File: src/hw/rtl/cau_pkg.sv
// ----------------------------------------------------------------------------
// cau_pkg
// shared commands, defaults and the tag that rides with each item
// ----------------------------------------------------------------------------
package cau_pkg;

   localparam int DEFAULT_PART_WIDTH = 16;
   localparam int DEFAULT_FRAC_BITS  = 8;

   typedef enum logic [2:0] {
      CMD_ADD = 3'd0,
      CMD_SUB = 3'd1,
      CMD_MUL = 3'd2,
      CMD_DIV = 3'd3,
      CMD_MAG = 3'd4,
      CMD_MAX = 3'd5
   } cau_cmd_type;

   // per-item control that travels down the cell chain
   typedef struct packed {
      cau_cmd_type cmd;
      logic        gt;
      logic        eq;
      logic        sat;
      logic        dz;
   } cau_tag_type;

endpackage

File: src/hw/rtl/cau_cell.sv
// ----------------------------------------------------------------------------
// cau_cell
// one step of the two-lane restoring divide and, optionally, of the root
// ----------------------------------------------------------------------------
module cau_cell #(
   parameter int PART_WIDTH = cau_pkg::DEFAULT_PART_WIDTH,
   parameter int DIV_BITS   = 2 * PART_WIDTH + 1 + cau_pkg::DEFAULT_FRAC_BITS,
   parameter bit SQRT_STEP  = 1'b1
) (
   input  logic                          clock,
   input  logic                          reset,
   input  logic                          adv,
   input  logic                          in_valid,
   input  cau_pkg::cau_tag_type          in_tag,
   input  logic [PART_WIDTH-1:0]         in_simp_re,
   input  logic [PART_WIDTH-1:0]         in_simp_im,
   input  logic [2*PART_WIDTH:0]         in_den,
   input  logic [1:0][DIV_BITS-1:0]      in_num,
   input  logic [1:0]                    in_neg,
   input  logic [1:0][2*PART_WIDTH:0]    in_rem,
   input  logic [1:0][PART_WIDTH:0]      in_quo,
   input  logic [1:0]                    in_ovf,
   input  logic [2*PART_WIDTH+1:0]       in_rad,
   input  logic [PART_WIDTH:0]           in_root,
   input  logic [PART_WIDTH+1:0]         in_srem,
   output logic                          out_valid,
   output cau_pkg::cau_tag_type          out_tag,
   output logic [PART_WIDTH-1:0]         out_simp_re,
   output logic [PART_WIDTH-1:0]         out_simp_im,
   output logic [2*PART_WIDTH:0]         out_den,
   output logic [1:0][DIV_BITS-1:0]      out_num,
   output logic [1:0]                    out_neg,
   output logic [1:0][2*PART_WIDTH:0]    out_rem,
   output logic [1:0][PART_WIDTH:0]      out_quo,
   output logic [1:0]                    out_ovf,
   output logic [2*PART_WIDTH+1:0]       out_rad,
   output logic [PART_WIDTH:0]           out_root,
   output logic [PART_WIDTH+1:0]         out_srem
);

   localparam int W   = PART_WIDTH;
   localparam int DW  = 2 * W + 1;
   localparam int QW  = W + 1;
   localparam int SQW = 2 * W + 2;
   localparam int SRW = W + 2;

   logic [1:0][DW:0]       r2;
   logic [1:0][DW-1:0]     rem_in;
   logic [1:0][QW-1:0]     quo_in;
   logic [1:0]             ovf_in;
   logic [1:0][DIV_BITS-1:0] num_in;
   logic [SQW-1:0]         rad_in;
   logic [QW-1:0]          root_in;
   logic [SRW-1:0]         srem_in;

   // divide step, both lanes
   always_comb begin
      for (int l = 0; l < 2; l++) begin
         r2[l] = {in_rem[l], in_num[l][DIV_BITS-1]};
         if (r2[l] >= {1'b0, in_den}) begin
            rem_in[l] = DW'(r2[l] - {1'b0, in_den});
            quo_in[l] = {in_quo[l][QW-2:0], 1'b1};
         end else begin
            rem_in[l] = r2[l][DW-1:0];
            quo_in[l] = {in_quo[l][QW-2:0], 1'b0};
         end
         ovf_in[l] = in_ovf[l] | in_quo[l][QW-1];
         num_in[l] = {in_num[l][DIV_BITS-2:0], 1'b0};
      end
   end

   // root step, two radicand bits per cell
   if (SQRT_STEP) begin : g_root
      logic [SRW+1:0] r4;
      logic [SRW+1:0] trial;
      always_comb begin
         r4    = {in_srem, in_rad[SQW-1:SQW-2]};
         trial = (SRW+2)'({in_root, 2'b01});
         if (r4 >= trial) begin
            srem_in = SRW'(r4 - trial);
            root_in = {in_root[QW-2:0], 1'b1};
         end else begin
            srem_in = r4[SRW-1:0];
            root_in = {in_root[QW-2:0], 1'b0};
         end
         rad_in = {in_rad[SQW-3:0], 2'b00};
      end
   end else begin : g_pass
      assign srem_in = in_srem;
      assign root_in = in_root;
      assign rad_in  = in_rad;
   end

   logic                       valid_ff;
   cau_pkg::cau_tag_type       tag_ff;
   logic [W-1:0]               simp_re_ff, simp_im_ff;
   logic [DW-1:0]              den_ff;
   logic [1:0][DIV_BITS-1:0]   num_ff;
   logic [1:0]                 neg_ff;
   logic [1:0][DW-1:0]         rem_ff;
   logic [1:0][QW-1:0]         quo_ff;
   logic [1:0]                 ovf_ff;
   logic [SQW-1:0]             rad_ff;
   logic [QW-1:0]              root_ff;
   logic [SRW-1:0]             srem_ff;

   always_ff @(posedge clock) begin
      if (reset) begin
         valid_ff <= 1'b0;
      end else if (adv) begin
         valid_ff <= in_valid;
      end
      if (adv) begin
         tag_ff     <= in_tag;
         simp_re_ff <= in_simp_re;
         simp_im_ff <= in_simp_im;
         den_ff     <= in_den;
         num_ff     <= num_in;
         neg_ff     <= in_neg;
         rem_ff     <= rem_in;
         quo_ff     <= quo_in;
         ovf_ff     <= ovf_in;
         rad_ff     <= rad_in;
         root_ff    <= root_in;
         srem_ff    <= srem_in;
      end
   end

   assign out_valid   = valid_ff;
   assign out_tag     = tag_ff;
   assign out_simp_re = simp_re_ff;
   assign out_simp_im = simp_im_ff;
   assign out_den     = den_ff;
   assign out_num     = num_ff;
   assign out_neg     = neg_ff;
   assign out_rem     = rem_ff;
   assign out_quo     = quo_ff;
   assign out_ovf     = ovf_ff;
   assign out_rad     = rad_ff;
   assign out_root    = root_ff;
   assign out_srem    = srem_ff;

endmodule

File: config.mk
export PLATFORM = sky130hd
export DESIGN_NAME = cau_cell
export DESIGN_NICKNAME = d
export VERILOG_FILES = /design/src/hw/rtl/cau_pkg.sv /design/src/hw/rtl/cau_cell.sv
export SDC_FILE = /design/constraint.sdc
export NUM_CORES = 1
export LEC_CHECK = 0
export ABC_AREA = 1
export BUFFER_PORTS_ARGS = -buffer_cell sky130_fd_sc_hd__buf_2
export CAP_MARGIN = 20
export CORE_ASPECT_RATIO = 1.2
export CORE_MARGIN = 8
export CORE_UTILIZATION = 25
export DETAILED_ROUTE_END_ITERATION = 12
export PLACE_DENSITY_LB_ADDON = 0.05
export SLEW_MARGIN = 20
export SYNTH_ARGS = -nofsm -noshare
export SYNTH_HDL_FRONTEND = slang
export SYNTH_SLANG_ARGS = --single-unit
File: constraint.sdc
create_clock -name clock -period 2.1 [get_ports clock]
set_input_delay 0.21 -clock clock [delete_from_list [all_inputs] [get_ports clock]]
set_output_delay 0.21 -clock clock [all_outputs]
set_load 0.005 [all_outputs]
==> impl_metrics.toml, run 1 <==
[run_status]
run_status = "complete, no violations"

[cts]
cts_buffer_depth = 3
htreeDepth = 2
root_buffer = "clkbuf_16"
tritoncts = "done"
cts_inserted_buffers = 39
clkTransAtPathRegs_ns = 0.07
clk_latency_ns = 0.56
clkSinkCount = 324

[layout]
area_delta_synth_final_pct = 66.0
fin_util = 0.420
post-route-cell-area_um2 = 29300
fin_nets = 3578
finalNonFillerCells = 4110
drive_gt1_frac = 0.366

[drt]
totalWireLength_mm = 83.9
wl_per_cell_um = 20.4
drt_pass1_iterations = 6
drc = 0
viasPerCell = 4.25
dr_total_vias = 17500
drtIter0Drc = 791
ant_nets = 0

[synthesis]
synth-seq-cells = 324
synth_cells = 1914
syn_area_per_cell_um2 = 9.23
yosys.area.top_type = "edfxtp_1"
netlist_area_um2 = 17700
synthTopCellsByArea = "edfxtp_1, nand2_1, inv_1"
yosys_warnings = 0
synth_top_area_frac = 0.549
ys_seq_area_frac = 0.550
synth.distinct_cells = 42

[power]
p_seq_frac = 0.390
powerDensity_nw_per_um2 = 706
switchingPower_uw = 5830
clkPwrFrac = 0.361
p_sw_frac = 0.282
combPwrFrac = 0.249
p_leak_uw = 0.0144
p_int_uw = 14900
ir_drop_v = 0.000621

[place]
routabilityCongestion = 0.908
portBuffers = 654
placed_cell_area_um2 = 24200
dpl.hpwl_mm = 69.0
dp.cells = 3729

[floorplanning]
die-area_um2 = 79400
pin_count = 659
die_x_um = 259
initial_core_util = 0.253
core_um2 = 69800
row_count = 106
die_h_um = 307

[critical_path]
start_kind = "input pin"
crit_fanout = 5
timing.rr.start = "out_valid"
crit_arrival_ns = 2.39
critPathKind = "input pin to flip-flop"
cp_data_required_time_ns = 2.41
endpoint_kind = "flip-flop"
ff2ff_setup_slack_ns = 0.94
regToRegEndpoint = "out_valid"
reg2reg_depth = 3

[global_routing]
grt_overflow = 0
grt_max_degree = 62
grt_pass1_wl_mm = 121
track_usage = 0.202
grt_pass1_vias = 18200
antenna_found_initial = 14

[min_path]
holdPathStages = 3
min_from = "in_rem[43]"
holdPathEnd = "out_rem[44]"
hp-class = "input pin to flip-flop"

[timing]
period_needed_ns = 2.08
post-route-period-util = 0.988
setup_viol = 0
holdWs_ns = 0.0264
skew_ns = 0
hold_viol_final = 0
timing.fmax_ghz = 0.482
slew_violations = 0

[flow_run]
drv_cap = 0
repair_timing:
item,4_1_cts,5_1_grt
setup endpoints to repair,0,85
hold endpoints to repair,297,0
setup buffers,0,7
hold buffers,300,0
gates resized for setup,0,115
cell usage after synthesis (all sizes together):
master    n
or2       8
mux2i     1
o21bai    6
buf      24
clkbuf    1
and3      2
nand3b   27
a21oi    56
nor3     22
conb      1
nand2   672
o21a      1
fa        2
xor2     33
o21ai    16
a21o      6
and2     12
ha       85
xnor2     5
nand4    17
nand3   150
nor2    113
edfxtp  323
inv     330
dfxtp     1
cell type report:
type                       count  area [um2]
antenna                        5        12.5
timing repair buffer        1227        8720
sequential                   324        9720
clock buffer                  44        1020
multi-input combinational   1238        7100
inverter                     330        1240
tap                          918        1150
clock inverter                24         360
fill                        7053       40400
critical path, stage by stage:
cell and delay, ns:
dlygate4sd3_1 0.56, buf_2 0.14, inv_1 0.09, ha_4 0.22, nand2_1 0.08, nor2_1 0.06
nor2_2 0.23, nand3b_4 0.20, nand4_4 0.19, buf_12 0.21, nand3_1 0.10, nand2_1 0.09
registers in the layout, indices dropped and copies added, names as in the netlist:
name / flops
out_simp_im: 16
out_neg: 2
out_srem: 18
out_quo: 34
out_den: 33
out_num: 80
out_rad: 32
out_ovf: 2
out_valid: 1
out_rem: 66
out_simp_re: 16
out_root: 17
out_tag: 7
per-stage QoR:
stage | setup TNS, ns | power (uW) | worst slack (ns)
after floorplan | 0 | 10100 | 0.225
after global placement | -16.68 | 12700 | -0.291
after detailed placement | -17.07 | 12800 | -0.304
after CTS | 0 | 20900 | 0.00421
after global routing | -0.0510 | 21800 | -0.0253
final | 0 | 20700 | 0.0245
power by group through the flow:
stage	Clock (uW)	Sequential [uW]	Combinational, uW
6_report	7470	8080	5150
3_3_place_gp	0	8220	4530
5_1_grt	7940	8140	5670
3_5_place_dp	0	8220	4540
2_1_floorplan	0	8260	1800
4_1_cts	7740	8090	5040
kinds of logic after synthesis:
logic type | Yosys count | share of synthesized area
AO/OA/AOI/OAI | 85 | 0.0261
flip-flops | 324 | 0.550
XOR/XNOR | 38 | 0.0188
other | 1 | 0.000212
adder cells (fa/ha/maj) | 87 | 0.0625
buffers and inverters | 355 | 0.0815
AND/OR/NAND/NOR | 1023 | 0.260
multiplexers | 1 | 0.000567
cells in the final DEF (no fill, tap or decap), types with 4 or more instances in the layout:
cell type	Yosys	final
a21o_1	6	6
a21oi_1	55	47
a21oi_2	1	8
and2_1	12	12
buf_12	1	26
buf_2	12	650
buf_4	4	245
bufinv_16	0	9
clkbuf_1	1	4
clkbuf_16	0	42
clkinv_1	0	6
clkinv_2	0	4
conb_1	1	4
diode_2	0	5
dlygate4sd3_1	0	298
edfxtp_1	323	323
ha_1	85	56
ha_4	0	28
inv_1	318	315
inv_2	12	15
nand2_1	660	630
nand2_2	8	37
nand3_1	120	118
nand3_2	29	31
nand3b_1	26	26
nand4_1	16	16
nor2_1	97	82
nor2_2	13	24
nor2_4	3	7
nor3_1	17	12
nor3_2	5	8
o21ai_0	6	4
o21ai_1	10	12
o21bai_1	6	5
or2_2	8	7
xnor2_1	5	5
xor2_1	33	32
routing by layer:
layer | vias up | wire, um | track usage
met5 | - | 38 | 0
met4 | 6 | 1900 | 0.0454
met3 | 82 | 5220 | 0.0451
met2 | 531 | 44000 | 0.380
met1 | 8143 | 32800 | 0.230
li1 | 8700 | - | -
worst max-delay path by stage:
stage,startpoint,to,slack (ns),cells past startpoint
after floorplan,in_num[81],out_rem[58],0.22,13
after global placement,in_den[8],out_rem[0],-0.29,13
after detailed placement,in_den[8],out_rem[0],-0.30,13
after CTS,in_rem[51],out_rem[56],0.004,14
after global routing,in_root[1],out_srem[14],-0.03,12
final,in_root[1],out_srem[12],0.02,12
Power figures use the tool's default switching activity.
==> inputs of run 2 (changes only) <==
Settings changed: ABC_AREA 1 to not set.
==> run 2 against run 1 <==
  * The run now ends with setup timing left
  * Routed wire length shrank 22%
  * Synthesized cell count down 41%
  * Cell count decreased by 21%
  * Clock power shrank 15%
  * Sequential share of layout area is 2.9 points higher
  * Highest routed layer unchanged
==> impl_metrics.toml, run 2 <==
[global_routing]
top_usage_layer = "met2"
grt_pass1_wl_mm = 94.3
track_usage = 0.184
met1_usage = 0.194
grt_max_degree = 61
grt_overflow = 0
grt_pass1_vias = 14700
grt_use_met3 = 0.0557
antenna_found_initial = 24
use_met2 = 0.341

[synthesis]
syn_area_per_cell_um2 = 13.3
yosys.area.top_type = "edfxtp_1"
synth_top_area_frac = 0.649
synth.distinct_cells = 68
ys_seq_area_frac = 0.651
synthTopCellsByArea = "edfxtp_1, ha_1, o21ai_0"
netlist_top_cells_count = "edfxtp_1, nand2_1, o21ai_0"
synth_most_common_cell = "edfxtp_1"
yosys_warnings = 0
synth-seq-cells = 324
synth_cells = 1121
synth_edf_count = 323
synth_async_sr_flop_share = 0
netlist_area_um2 = 14900
ys.flop_type = "edfxtp_1"

[power]
p_seq_frac = 0.418
switchingPower_uw = 5250
clkPwrFrac = 0.329
ir_drop_v = 0.000573
p_total_uw = 19300
p_int_uw = 14000
combPwrFrac = 0.253
powerDensity_nw_per_um2 = 715
p_leak_uw = 0.0120
p_sw_frac = 0.272

[critical_path]
crit_family = "compound AO/OA/AOI/OAI gates"
reg2reg_depth = 3
cp_cell_sequence = "buf_8 > inv_12 > ha_4 > inv_2 > fa_2 > a21oi_4 > o21ai_2 > a221o_2 > a211oi_2 > o31a_2 > o21ai_2 > a21oi_4 > buf_8 > mux2_4"
regToRegEndpoint = "out_valid"
crit_fanout = 6
critPathKind = "input pin to flip-flop"
timing.rr.start = "out_valid"
ff2ff_setup_slack_ns = 0.97
cp_data_required_time_ns = 2.41
crit_arrival_ns = 2.76
slowest_delay_ns = 0.41
worst_path_max_delay_cell = "a221o_2"
start_kind = "input pin"
endpoint_kind = "flip-flop"
cp.buffers_inverters = 4

[cts]
cts_inserted_buffers = 39
root_buffer = "clkbuf_16"
tritoncts = "done"
clkTransAtPathRegs_ns = 0.06
cts_buffer_depth = 3
clk_latency_ns = 0.57
clkSinkCount = 324
htreeDepth = 2

[drt]
ant_nets = 0
viasPerCell = 4.27
totalWireLength_mm = 65.5
wl_per_cell_um = 20.1
dr_total_vias = 13900
drc = 0
drt_pass1_iterations = 6
drtIter0Drc = 493

[timing]
period_needed_ns = 2.45
skew_ns = 0
rsz0062_at_grt = "true"
hold_viol_final = 0
setup_viol = 68
post-route-period-util = 1.17
slew_violations = 0
timing.fmax_ghz = 0.408
setup_slack_ns = -0.350

[run_status]
violations = "setup timing"
run_status = "complete, but fails checks"

[min_path]
holdPathStages = 4
min_from = "in_rem[27]"
hp-class = "input pin to flip-flop"
holdPathEnd = "out_rem[28]"

[floorplanning]
core_um2 = 59300
die-area_um2 = 67900
die_h_um = 284
row_count = 98
initial_core_util = 0.252
die_x_um = 239
pin_count = 659

[layout]
final_common_cell = "buf_2"
fill_cells = 5717
fin_nets = 2840
area_delta_synth_final_pct = 80.6
layout_common_cells = "buf_2, edfxtp_1, buf_4, dlygate4sd3_1, nand2_1"
drive_gt1_frac = 0.501
largest_reg_flops = 80

[place]
routabilityCongestion = 0.875
place_ws_ns = -1.05
dpl.hpwl_mm = 51.4
portBuffers = 654

[flow_run]
drv_cap = 0
[run 2: worst register-to-register path, stage by stage (launching register included)]
cell and delay (ns):
dfxtp_1 0.31, mux2i_1 0.12, nor2_1 0.05, dlygate4sd3_1 0.54
[run 2: timing repair]
action,CTS,global route
hold endpoints to repair,289,1
setup endpoints to repair,86,86
gates cloned,7,0
gates resized for setup,117,104
setup buffers,21,8
pin swaps,59,55
hold buffers,291,1
[run 2: power by group through the flow]
stage	clock [uW]	combinational (uW)	sequential, uW
final	6360	4880	8060
after global routing	6790	5320	8120
after CTS	6570	4810	8060
after detailed placement	0	4020	8190
after global placement	0	4020	8190
after floorplan	0	1480	8290
[run 2: cells by family (layout without fill, tap and decap cells)]
| kind of cell | after synthesis | after routing | share of synthesized area |
|---|---|---|---|
| other | 1 | 16 | 0.000251 |
| DFF | 324 | 324 | 0.651 |
| and+or+nand+nor | 220 | 220 | 0.0669 |
| xor gates and xnor gates | 76 | 76 | 0.0446 |
| muxes | 10 | 10 | 0.00737 |
| buffers and inverters | 108 | 1431 | 0.0313 |
| AOI/OAI and AO/OA | 295 | 295 | 0.125 |
| adders and majority gates | 87 | 87 | 0.0739 |
[run 2: how the worst max path moves through the flow]
stage | cells past startpoint | startpoint | end
after floorplan | 13 | in_num[40] | out_rem[1]
after global placement | 15 | in_den[0] | out_rem[22]
after detailed placement | 15 | in_den[0] | out_rem[22]
after CTS | 15 | in_num[81] | out_rem[34]
after global routing | 16 | in_num[81] | out_rem[60]
final | 14 | in_num[81] | out_rem[34]
[run 2: layout make-up]
type                       count  area (um2)  area share
clock inverter                19         164     0.00608
timing repair buffer        1288        9110       0.338
inverter                      77         319      0.0118
sequential                   324        9720       0.360
antenna                       12        30.0     0.00111
tap                          800        1000      0.0371
multi-input combinational    692        5620       0.208
clock buffer                  47        1010      0.0373
[run 2: routing by layer]
layer	vias up	wire length [um]
li1	6810	-
met4	18	1930
met5	-	121
met3	102	4770
met2	415	34400
met1	6578	24300
[run 2: per-stage QoR]
stage	TNS [ns]	cell area, um2	instances	hold slack, ns	utilization
floorplan	-36.54	15200	1124	0.282	-
finish	-13.63	27000	3259	0.0317	0.454
CTS	-19.13	26500	3244	-0.0203	0.446
global route	-21.44	27000	3255	0.0162	0.454
detailed placement	-77.26	21700	2860	0.374	0.366
global placement	-75.77	21700	2860	0.373	0.366
==> inputs of run 3 (changes only) <==
Settings changed: CORE_AREA set to 8 8 247 249, CORE_ASPECT_RATIO 1.2 to not set, CORE_MARGIN 8 to not set, CORE_UTILIZATION 25 to not set, DIE_AREA set to 0 0 255 257, PLACE_DENSITY set to 0.5, PLACE_DENSITY_LB_ADDON 0.05 to not set.
==> run 3 against run 2 <==
  * The run still ends with setup timing left
  * Register-to-register slack worse by 0.02 ns
  * Final area increased by 0.73%
  * Global-route usage grew 1.2 points
  * Maximum frequency rose by 1.4%
  * Routed wire length is 4.3% higher
  * Via count rose by 2.4%
==> impl_metrics.toml, run 3 (synthesis results as in run 2) <==
[min_path]
holdPathStages = 4
holdPathEnd = "out_rem[2]"
min_from = "in_rem[1]"
hp-class = "input pin to flip-flop"

[drt]
drtIter0Drc = 677
wl_per_cell_um = 21.2
viasPerCell = 4.42
drt_pass1_iterations = 5
totalWireLength_mm = 68.3
ant_nets = 0
drc = 0
dr_total_vias = 14300

[floorplanning]
die_h_um = 257
pin_count = 659
row_count = 88
die-area_um2 = 65500
initial_core_util = 0.262
die_x_um = 255
core_um2 = 57000

[layout]
layout_common_cells = "buf_2, edfxtp_1, dlygate4sd3_1, buf_4, nand2_1"
final_common_cell = "buf_2"
area_delta_synth_final_pct = 81.9
finalNonFillerCells = 3224
largest_reg_flops = 80
drive_gt1_frac = 0.505
fin_nets = 2829

[power]
p_leak_uw = 0.0120
p_total_uw = 20200
p_int_uw = 14700
ir_drop_v = 0.000651
clkPwrFrac = 0.355
powerDensity_nw_per_um2 = 744
switchingPower_uw = 5480
p_sw_frac = 0.271
combPwrFrac = 0.245
p_seq_frac = 0.400

[place]
routabilityCongestion = 0.869
dp.cells = 2802
portBuffers = 654
dpl.hpwl_mm = 51.8

[critical_path]
cp_cell_sequence = "buf_8 > inv_12 > ha_4 > inv_2 > fa_2 > a21oi_4 > o21ai_2 > a221o_1 > a211oi_2 > o31a_2 > o21ai_4 > a21oi_4 > buf_12 > mux2_4"
critPathKind = "input pin to flip-flop"
cp.buffers_inverters = 4
timing.rr.start = "out_valid"
worst_path_max_delay_cell = "fa_2"
endpoint_kind = "flip-flop"
ff2ff_setup_slack_ns = 0.95
crit_fanout = 5
slowest_delay_ns = 0.37
crit_path_frequent_cell = "a21oi_4"
start_kind = "input pin"
crit_arrival_ns = 2.72
cp_data_required_time_ns = 2.40
regToRegEndpoint = "out_valid"
reg2reg_depth = 3
crit_family = "compound AO/OA/AOI/OAI gates"

[timing]
setup_viol = 69
post-route-period-util = 1.15
period_needed_ns = 2.42
rsz0062_at_grt = "true"
skew_ns = 0
slew_violations = 0
setup_slack_ns = -0.317
timing.fmax_ghz = 0.414
hold_viol_final = 0

[global_routing]
grt_overflow = 0
grt_max_degree = 74
grt_pass1_vias = 15300
grt_pass1_wl_mm = 97.1
track_usage = 0.196
antenna_found_initial = 25

[cts]
root_buffer = "clkbuf_16"
cts_inserted_buffers = 41
clkSinkCount = 324
tritoncts = "done"
clk_latency_ns = 0.54
cts_buffer_depth = 3
htreeDepth = 2
clkTransAtPathRegs_ns = 0.06

[flow_run]
drv_cap = 0

[run_status]
violations = "setup timing"
run_status = "complete, but fails checks"
==> run 3: cell types whose count changed in the layout (fill, tap and decap cells not counted), sizes merged, moves of 3 or more <==
cell         previous run  this run
clkbuf                 47        50
clkinvlp                4         1
clkinv                 13        19
dlygate4sd3           292       299
diode                  12        16
buf                   995       975
bufinv                  1         4
==> run 3: worst reg2reg max path, stage by stage, from the launching register on <==
cell	delay (ns)
dfxtp_1	0.31
mux2i_1	0.12
nor2_1	0.05
dlygate4sd3_1	0.56
==> run 3: metrics by stage <==
step	hold WS (ns)	area, um2	setup WS (ns)	TNS, ns	utilization
2_1_floorplan	0.282	15200	-0.604	-36.54	-
5_1_grt	0.0376	27200	-0.419	-19.64	0.476
3_3_place_gp	0.369	21500	-0.952	-68.06	0.378
3_5_place_dp	0.372	21500	-1.00	-71.52	0.378
4_1_cts	0.0137	26600	-0.369	-18.10	0.466
6_report	0.0466	27200	-0.317	-13.28	0.476
==> run 3: final cells by class <==
type | count | area (um2)
diodes | 16 | 40.0
clock buffers | 49 | 1100
clock inverters | 26 | 259
fillers | 5242 | 29900
inverters | 77 | 327
multi-input cells | 692 | 5670
flip-flops and latches | 324 | 9720
well taps | 765 | 957
repair buffers | 1275 | 9090
==> run 3: how the worst max path moves through the flow <==
| stage | startpoint | to | slack, ns | depth (start not counted) |
|---|---|---|---|---|
| after CTS | in_num[81] | out_rem[34] | -0.37 | 14 |
| after global routing | in_num[81] | out_rem[34] | -0.42 | 14 |
| final | in_num[81] | out_rem[34] | -0.32 | 14 |
| after floorplan | in_num[40] | out_rem[1] | -0.60 | 13 |
| after global placement | in_num[81] | out_rem[34] | -0.95 | 14 |
| after detailed placement | in_num[81] | out_rem[34] | -1.00 | 14 |
==> run 3: what timing repair did <==
item / CTS / global route
hold endpoints to repair: 296 / 0
buffers inserted: 19 / 12
hold buffers: 299 / 0
setup endpoints to repair: 82 / 81
cloned: 8 / 0
pin swaps: 33 / 67
gates resized for setup: 108 / 156
==> run 3: per-layer routing <==
metal | up-vias | global-route usage | routed length, um | part of all wire
li1 | 6778 | - | - | -
met1 | 6872 | 0.209 | 25000 | 0.37
met2 | 492 | 0.365 | 35900 | 0.53
met3 | 106 | 0.0553 | 5050 | 0.074
met4 | 10 | 0.0673 | 2310 | 0.034
met5 | - | 0 | 69 | 0.0010
==> run 3: power groups by stage <==
stage,combinational [uW],clock (uW),sequential (uW)
floorplan,1480,0,8290
global route,5350,7600,8140
detailed placement,3960,0,8210
finish,4960,7170,8090
global placement,3920,0,8210
CTS,4750,7370,8090
